===== config.mk =====
export PLATFORM = sky130hd
export DESIGN_NAME = psrp_ctrl
export DESIGN_NICKNAME = d
export VERILOG_FILES = /design/src/rtl/psrp_pkg.sv /design/src/rtl/psrp_ctrl.sv
export SDC_FILE = /design/constraint.sdc
export NUM_CORES = 1
export LEC_CHECK = 0
export BUFFER_PORTS_ARGS = -buffer_cell sky130_fd_sc_hd__buf_2
export CAP_MARGIN = 20
export CORE_AREA = 5 5 45 47
export DETAILED_ROUTE_END_ITERATION = 12
export DIE_AREA = 0 0 50 52
export PLACE_DENSITY_LB_ADDON = 0.2
export SYNTH_ARGS = -nofsm -noshare
export SYNTH_HDL_FRONTEND = slang
export SYNTH_SLANG_ARGS = --single-unit

===== constraint.sdc =====
create_clock -name clk -period 3.4 [get_ports clk]
set_input_delay 0.85 -clock clk [delete_from_list [all_inputs] [get_ports clk]]
set_output_delay 0.85 -clock clk [all_outputs]
set_load 0.005 [all_outputs]

===== src/rtl/psrp_pkg.sv =====
// Shared types and constants for the process scheduler.
package psrp_pkg;

    localparam int unsigned TW  = 24;
    localparam int unsigned AW  = 16;
    localparam int unsigned PW  = 8;
    localparam int unsigned IDW = 7;

    localparam logic [1:0] ST_WAIT  = 2'd0;
    localparam logic [1:0] ST_READY = 2'd1;
    localparam logic [1:0] ST_DONE  = 2'd3;

    localparam logic [1:0] RK_ADDED  = 2'd0;
    localparam logic [1:0] RK_REJECT = 2'd1;
    localparam logic [1:0] RK_SCHED  = 2'd2;
    localparam logic [1:0] RK_NONE   = 2'd3;

    localparam logic REQ_ADD   = 1'b0;
    localparam logic REQ_SCHED = 1'b1;

    localparam logic       MODE_RR     = 1'b0;
    localparam logic [2:0] ADDR_MODE   = 3'd0;
    localparam logic [2:0] ADDR_SLICE  = 3'd4;
    localparam logic [15:0] SLICE_RST  = 16'd2;

    typedef enum logic [1:0] {
        SCAN_MARK,
        SCAN_EARLY,
        SCAN_PRIO
    } scan_kind_t;

    typedef struct packed {
        logic [AW-1:0] arrival;
        logic [AW-1:0] duration;
        logic [PW-1:0] prio;
        logic [AW-1:0] remaining;
        logic [TW-1:0] first_start;
        logic [1:0]    status;
    } entry_t;

    typedef enum logic [3:0] {
        S_IDLE,
        S_ADD,
        S_M1S,
        S_M1,
        S_ES,
        S_E,
        S_M2S,
        S_M2,
        S_PS,
        S_P,
        S_POP,
        S_POPW,
        S_FETCH,
        S_LOAD,
        S_RUN,
        S_NONE
    } state_t;

    typedef struct packed {
        logic       capture;
        logic       do_add;
        logic       scan_start;
        scan_kind_t scan_kind;
        logic       push_en;
        logic       jump;
        logic       pop;
        logic       fetch_best;
        logic       run;
        logic       res_none;
    } cmd_t;

    typedef struct packed {
        logic rr;
        logic scan_done;
        logic found;
        logic ring_empty;
        logic out_free;
    } stat_t;

endpackage


===== src/rtl/psrp_ctrl.sv =====
// Controller state machine sequencing add and schedule requests.
module psrp_ctrl
(
    input  logic              clk,
    input  logic              rst_n,
    input  logic              in_valid,
    input  logic              req_type,
    output logic              in_ready,
    input  psrp_pkg::stat_t   stat,
    output psrp_pkg::cmd_t    cmd
);

    psrp_pkg::state_t state_reg;
    psrp_pkg::state_t state_next;

    always_ff @(posedge clk or negedge rst_n)
    begin
        if (!rst_n)
        begin
            state_reg <= psrp_pkg::S_IDLE;
        end
        else
        begin
            state_reg <= state_next;
        end
    end

    always_comb
    begin
        state_next = state_reg;
        unique case (state_reg)
            psrp_pkg::S_IDLE:
            begin
                if (in_valid)
                begin
                    state_next = (req_type == psrp_pkg::REQ_SCHED) ? psrp_pkg::S_M1S
                                                                   : psrp_pkg::S_ADD;
                end
            end
            psrp_pkg::S_ADD:
            begin
                if (stat.out_free)
                begin
                    state_next = psrp_pkg::S_IDLE;
                end
            end
            psrp_pkg::S_M1S:
            begin
                state_next = psrp_pkg::S_M1;
            end
            psrp_pkg::S_M1:
            begin
                if (stat.scan_done)
                begin
                    if (!stat.rr)
                    begin
                        state_next = psrp_pkg::S_PS;
                    end
                    else if (stat.ring_empty)
                    begin
                        state_next = psrp_pkg::S_ES;
                    end
                    else
                    begin
                        state_next = psrp_pkg::S_POP;
                    end
                end
            end
            psrp_pkg::S_ES:
            begin
                state_next = psrp_pkg::S_E;
            end
            psrp_pkg::S_E:
            begin
                if (stat.scan_done)
                begin
                    if (!stat.found)
                    begin
                        state_next = psrp_pkg::S_NONE;
                    end
                    else
                    begin
                        state_next = stat.rr ? psrp_pkg::S_M2S : psrp_pkg::S_FETCH;
                    end
                end
            end
            psrp_pkg::S_M2S:
            begin
                state_next = psrp_pkg::S_M2;
            end
            psrp_pkg::S_M2:
            begin
                if (stat.scan_done)
                begin
                    state_next = stat.ring_empty ? psrp_pkg::S_NONE : psrp_pkg::S_POP;
                end
            end
            psrp_pkg::S_PS:
            begin
                state_next = psrp_pkg::S_P;
            end
            psrp_pkg::S_P:
            begin
                if (stat.scan_done)
                begin
                    state_next = stat.found ? psrp_pkg::S_FETCH : psrp_pkg::S_ES;
                end
            end
            psrp_pkg::S_POP:
            begin
                state_next = psrp_pkg::S_POPW;
            end
            psrp_pkg::S_POPW:
            begin
                state_next = psrp_pkg::S_LOAD;
            end
            psrp_pkg::S_FETCH:
            begin
                state_next = psrp_pkg::S_LOAD;
            end
            psrp_pkg::S_LOAD:
            begin
                state_next = psrp_pkg::S_RUN;
            end
            psrp_pkg::S_RUN:
            begin
                if (stat.out_free)
                begin
                    state_next = psrp_pkg::S_IDLE;
                end
            end
            psrp_pkg::S_NONE:
            begin
                if (stat.out_free)
                begin
                    state_next = psrp_pkg::S_IDLE;
                end
            end
            default:
            begin
                state_next = psrp_pkg::S_IDLE;
            end
        endcase
    end

    always_comb
    begin
        cmd      = '0;
        in_ready = 1'b0;
        unique case (state_reg)
            psrp_pkg::S_IDLE:
            begin
                in_ready    = 1'b1;
                cmd.capture = in_valid;
            end
            psrp_pkg::S_ADD:
            begin
                cmd.do_add = stat.out_free;
            end
            psrp_pkg::S_M1S:
            begin
                cmd.scan_start = 1'b1;
                cmd.scan_kind  = psrp_pkg::SCAN_MARK;
                cmd.push_en    = stat.rr;
            end
            psrp_pkg::S_ES:
            begin
                cmd.scan_start = 1'b1;
                cmd.scan_kind  = psrp_pkg::SCAN_EARLY;
            end
            psrp_pkg::S_E:
            begin
                cmd.jump = stat.scan_done && stat.found;
            end
            psrp_pkg::S_M2S:
            begin
                cmd.scan_start = 1'b1;
                cmd.scan_kind  = psrp_pkg::SCAN_MARK;
                cmd.push_en    = 1'b1;
            end
            psrp_pkg::S_PS:
            begin
                cmd.scan_start = 1'b1;
                cmd.scan_kind  = psrp_pkg::SCAN_PRIO;
            end
            psrp_pkg::S_POPW:
            begin
                cmd.pop = 1'b1;
            end
            psrp_pkg::S_FETCH:
            begin
                cmd.fetch_best = 1'b1;
            end
            psrp_pkg::S_RUN:
            begin
                cmd.run = stat.out_free;
            end
            psrp_pkg::S_NONE:
            begin
                cmd.res_none = stat.out_free;
            end
            default:
            begin
                cmd = '0;
            end
        endcase
    end

endmodule


Word level (Yosys, flattened, before mapping)

Cells that the tools add are included.

Register bits after elaboration: 4
Word-level logic and storage cells: 52

Equality and inequality tests: 21
Muxes and demuxes: 24
Reductions and logical operators: 6

Operators by type and width:

| cell                                                   | number |
|---|---|
| one-hot mux 4 bit (13 select lines)                    | 1 |
| two-way mux 4 bit                                      | 11 |
| == test 4 bit (second input constant)                  | 8 |
| == test 4 x 3 -> 1 bit (second input constant)         | 4 |
| inequality test 2 bit (second input constant)          | 5 |
| one-hot mux 3 bit (3 select lines)                     | 1 |
| == test 4 x 2 -> 1 bit (second input constant)         | 2 |
| two-way mux 1 bit                                      | 8 |
| AND reduction 6 bit                                    | 1 |
| == test 4 x 1 -> 1 bit (second input constant)         | 1 |
| logical NOT 4 bit                                      | 1 |
| OR reduction 2 bit                                     | 2 |
| two-way mux 3 bit                                      | 1 |
| OR reduction 3 bit                                     | 1 |
| two-way mux 2 bit                                      | 1 |
| inequality test 2 x 1 -> 1 bit (second input constant) | 1 |
| one-hot mux 1 bit (2 select lines)                     | 1 |
| logical AND 1 bit                                      | 1 |

Longest topological paths before layout

Gate-level depths: netlist of the first run.

Depth in word-level cells: 4
Mapped depth: 6
Depth with buffers taken out: 4

Worst setup path before layout of the first run

OpenSTA, ideal clock, no wires.

Kind: input to output
Start: input stat[0] (netlist bit)
End: output cmd[9] (netlist bit)
Data arrival time: 1.116 ns
Setup slack: 1.434 ns
Data required time: 2.550 ns
Cell stages on the path: 1
Path through: nor4b_1

Longest elaborated chain between the ends: 1

Ends and longest elaborated chain:

| what              | line             | source |
|---|---|---|
| start, declared   | psrp_ctrl.sv:9   | `input psrp_pkg::stat_t stat,` |
| two-way mux 1 bit | psrp_ctrl.sv:150 | `unique case (state_reg)` |
| end, declared     | psrp_ctrl.sv:10  | `output psrp_pkg::cmd_t cmd` |

Every way passes these cells.

==> results.toml, run 1 <==
[status]
outcome = "finished, final reports clean"

[global_routing]
grt_pass1_wl_um = 2390
grt_overflow = 0
track_usage_pct = 11.3
antenna_found_initial = 0
grt_pass1_vias = 554
grt_max_degree = 21

[clock_tree]
hold_buffers = 0
clk_latency_ns = 0.23
cts_buffer_depth = 2
cts_tree = "yes"
htreeDepth = 1
clock_sinks = 4
cts_buffers = 3
clockRootBuffer = "clkbuf_4"
path_clk_slew_ns = 0.04
cts_setup_buffers = 0
cts_resized = 0

[yosys]
ys_top_cells_by_count = "nand2_1 (8), nand2b_1 (7), a21oi_1 (6), nor2_1 (6), nor3_1 (5)"
ys_ff_latch = 4
synthesis.nets = 90
ys_warn_count = 0
syn_inst = 81
synth_top_area_share_pct = 16.9
ys_types = 36
synth_flop_cell = "dfrtp_1"
yosysSeqAreaShare_pct = 16.9
synthArstFlopShare_pct = 100
synth.largest_area_cell = "dfrtp_1"
synth_edf_count = 0
synth.most_common_cell = "nand2_1"
synth_area_leaders = "dfrtp_1 (17%), nand2b_1 (7.4%), buf_6 (5.7%)"
syn_avg_cell_area_um2 = 7.31
syn_area_um2 = 592

[die]
io_pins = 21
die_w_um = 50
row_count = 15
die-area_mm2 = 0.00260
core_area_mm2 = 0.00161
initial_core_util_pct = 36.7
die_y_um = 52

[placement]
post-dp-hpwl_um = 1040
port_buffers = 20
placed_area_um2 = 656
pre_cts_ws_ns = 1.19
gp_congestion = 0.725

[cells_and_area]
largest_register_ff_count = 4
fin_nets = 107
diodes = 0
syn_to_final_growth_pct = 14.6
drive_above_1_share_pct = 32.3
fillers = 177
final_design_area_no_fill_um2 = 678

[critical_path]
cp_cell_sequence = "nand2b_1 -> nor4b_1 -> buf_2"
path_buf_inv = 1
cp_max_fo = 20
critical_path_arrival_ns = 1.58
r2r-start = "state_reg[1]"
critical-path-top-delay-family = "simple AND/OR/NAND/NOR gates"
r2r_cells = 4
cp-end-kind = "output port"
r2r_setup_slack_ns = 1.56
slowest_delay_ns = 0.58
path_class = "register to output port"
slowest_stage = "dfrtp_1"
crit_path_start_kind = "register"
required_ns = 2.55
reg2reg_to = "state_reg[3]"

[routing]
wirelength_um = 1420
avgRoutedWirePerCell_um = 12.5
drt-pass1-iter-count = 4
drc = 0
dr.first_iter.drc_count = 13
viasPerCell = 5.45
postRouteAntennaNets = 0
dr_total_vias = 616

[timing]
drv_slew = 0
max_slew_margin_pct = 58.1
finalSetupTns_ns = 0
finClkSkew_ns = 0.00364
grt_setup_unrepaired = "false"
finalHoldViolations = 0
min_period_over_period_pct = 71.5
worstMarginPinSlew_ns = 0.629
fin_ws_ns = 0.970
setup_viol = 0
post-route-min-period_ns = 2.43
fmax_ghz = 0.411

[pwr]
p_per_area_mw_per_mm2 = 917
p_leak_nw = 0.310
ir_drop_uv = 304

[hold_path]
min_path_type = "input port to async pin"

[run]
max-cap-violations = 0
-- report_power, final --
group,switching (mW),leakage [nW],internal [mW]
Combinational,0.167,0.250,0.203
Clock,0.0161,0.0138,0.0392
Sequential,0.124,0.0469,0.0727
Total,0.307,0.310,0.315
-- metal layers --
layer | routed length, um | up-vias | GRT usage, %
met5 | 0 | - | 0
met4 | 0 | 0 | 3.93
met3 | 86 | 0 | 1.43
met2 | 673 | 20 | 17.6
met1 | 657 | 277 | 15.7
li1 | - | 319 | -
-- worst max path at each step --
stage,start,endpoint,slack (ns),cells after the start
3_3_place_gp,stat[3],cmd[4],1.20,4
3_5_place_dp,stat[0],cmd[9],1.19,3
6_report,state_reg[1],cmd[9],0.97,3
5_1_grt,state_reg[0],cmd[9],0.80,3
2_1_floorplan,stat[0],cmd[9],1.43,1
4_1_cts,state_reg[0],cmd[9],0.96,3
-- worst register-to-register path, delay by kind of cell (launching register included) --
kind                   cells  cell delay [ns]
and+or+nand+nor            1             0.12
AOI/OAI and AO/OA          1             0.46
DFF                        1             0.71
buffers and inverters      1             0.14
muxes                      1             0.30
-- placed cells by master, fill, tap and decap left out, types with 2 or more instances in the layout --
master / n
a21boi_0: 2
a21oi_1: 6
buf_2: 20
clkbuf_4: 3
dfrtp_1: 4
inv_1: 2
nand2_1: 8
nand2b_1: 7
nor2_1: 6
nor2b_1: 4
nor3_1: 5
o21ai_0: 3
o21ai_1: 3
o32a_1: 2
-- per-stage QoR --
stage / total power [mW] / util [%] / hold slack (ns) / std cells
after floorplan: 0.518 / - / 0.554 / 81
after global placement: 0.568 / 40.6 / 0.654 / 110
after detailed placement: 0.567 / 40.6 / 0.655 / 110
after CTS: 0.628 / 42.0 / 0.410 / 113
after global routing: 0.690 / 42.0 / 0.417 / 113
final: 0.622 / 42.0 / 0.415 / 113
-- cells by family after synthesis --
| group | after synthesis | share of synthesized area [%] |
|---|---|---|
| AND/OR/NAND/NOR | 37 | 33.6 |
| multiplexers | 3 | 6.13 |
| AO/OA/AOI/OAI | 25 | 30.2 |
| XOR/XNOR | 1 | 1.48 |
| buffers and inverters | 11 | 11.6 |
| flip-flops | 4 | 16.9 |
-- area by class of cell --
cell class | instances | area (um2) | share of cell area, %
repair buffers | 20 | 100 | 14.8
inverters | 3 | 11.3 | 1.66
multi-input cells | 66 | 423 | 62.4
clock buffers | 3 | 22.5 | 3.32
well taps | 17 | 21.3 | 3.14
flip-flops and latches | 4 | 100 | 14.8
Note: power is estimated with default switching activity, not from simulation.
==> run 2, diff against run 1 <==
Clock period 3.4 ns to 2.45 ns, I/O delays scaled along.
==> run 2 against run 1 <==
  * Final cell count rose by 0.88%
  * Cell area rose by 1.1%
  * Non-clock buffer count rose by 1
  * Largest power group unchanged
  * Highest routed layer unchanged
  * Clock power rose by 45%
  * Clock skew rose by 0.0024 ns
  * Register-to-register slack got worse by 0.94 ns
  * Wire length rose by 3.0%
==> results.toml, run 2 (same netlist as run 1, synthesis figures left out) <==
[clock_tree]
htreeDepth = 1
clk_latency_ns = 0.23
cts_buffer_depth = 2
path_clk_slew_ns = 0.04
cts_buffers = 3
hold_buffers = 0
cts_setup_buffers = 0
cts_tree = "yes"
cts_resized = 0
clock_sinks = 4
clockRootBuffer = "clkbuf_4"

[critical_path]
cp_max_fo = 20
required_ns = 1.84
cp_cell_sequence = "nand2b_1 -> nor4b_1 -> buf_2"
slowest_stage = "dfrtp_1"
crit_path_start_kind = "register"
path_class = "register to output port"
cp-end-kind = "output port"
critical_path_arrival_ns = 1.58
slowest_delay_ns = 0.58

[routing]
wirelength_um = 1460
drt-pass1-iter-count = 4
postRouteAntennaNets = 0
dr.first_iter.drc_count = 7
drc = 0
avgRoutedWirePerCell_um = 12.8
viasPerCell = 5.56
dr_total_vias = 634

[timing]
post-route-min-period_ns = 2.19
worstMarginPinSlew_ns = 0.638
fmax_ghz = 0.457
min_period_over_period_pct = 89.3
holdWs_ns = 0.173
finClkSkew_ns = 0.00603
grt_setup_unrepaired = "false"
drv_slew = 0
finalSetupTns_ns = 0
setup_viol = 0
finalHoldViolations = 0
max_slew_margin_pct = 57.5

[global_routing]
grt_max_degree = 21
track_usage_pct = 11.7
grt_pass1_vias = 596
grt_overflow = 0
antenna_found_initial = 0
grt_pass1_wl_um = 2500

[pwr]
p_leak_nw = 0.315
ir_drop_uv = 357
p_per_area_mw_per_mm2 = 1280

[hold_path]
min_path_type = "input port to async pin"

[cells_and_area]
fin_nets = 108
final_common_cell = "buf_2"
multi_input_area_um2 = 423
syn_to_final_growth_pct = 15.9
ff_latch_area_um2 = 100
largest_register_ff_count = 4
layout_common_cells = "buf_2 (20), nand2_1 (8), nand2b_1 (7)"
diodes = 0
drive_above_1_share_pct = 33.0
fillers = 185

[status]
outcome = "finished, final reports clean"

[placement]
gp_congestion = 0.773
port_buffers = 20
post-dp-hpwl_um = 1070

[die]
initial_core_util_pct = 36.7
die_w_um = 50
row_count = 15
die_y_um = 52
io_pins = 21
die-area_mm2 = 0.00260
core_area_mm2 = 0.00161

[run]
max-cap-violations = 0
[run 2: worst paths after layout]
kind / start / to / slack, ns / cells past startpoint
worst max-delay path: state_reg[1] / cmd[9] / 0.26 / 3
worst min-delay path: rst_n / state_reg[1] / 0.17 / 1
worst max register to register: state_reg[3] / state_reg[3] / 0.62 / 4
worst min register to register: state_reg[0] / state_reg[0] / 0.69 / 2
max in group asynchronous: rst_n / state_reg[3] / 2.15 / 1
min in group clk: state_reg[0] / state_reg[0] / 0.69 / 2
[run 2: critical path: cells and delay by family, from the launching register on]
| kind | cells | cell delay [ns] |
|---|---|---|
| buf+inv | 1 | 0.16 |
| flops | 1 | 0.58 |
| simple gates | 2 | 0.60 |
[run 2: final cells by class]
type / count / area share (%)
clock buffers: 3 / 3.28
inverters: 3 / 1.64
well taps: 17 / 3.10
repair buffers: 21 / 15.7
flip-flops and latches: 4 / 14.6
multi-input cells: 66 / 61.7
[run 2: metal layers]
metal	part of all wire, %	wire [um]	vias to the layer above	GRT usage, %
met4	0	0	0	5.24
met1	48	704	288	15.9
met5	0	0	-	0
met3	5.6	82	0	1.15
met2	46	672	23	18.4
li1	-	-	323	-
[run 2: report_power, final]
part	switching (mW)	internal, mW	leakage, nW
registers	0.148	0.101	0.0469
clock network	0.0259	0.0547	0.0138
logic	0.257	0.292	0.254
[run 2: through the flow]
stage                     utilization, %  total power, mW  std cells  instance area, um2  setup slack [ns]
final                               42.5            0.880        114                 686             0.261
after global routing                42.5            0.966        114                 686             0.136
after CTS                           42.5            0.885        114                 686             0.247
after detailed placement            41.1            0.800        111                 663             0.495
after global placement              41.1            0.808        111                 663             0.532
after floorplan                        -            0.719         81                 592             0.743
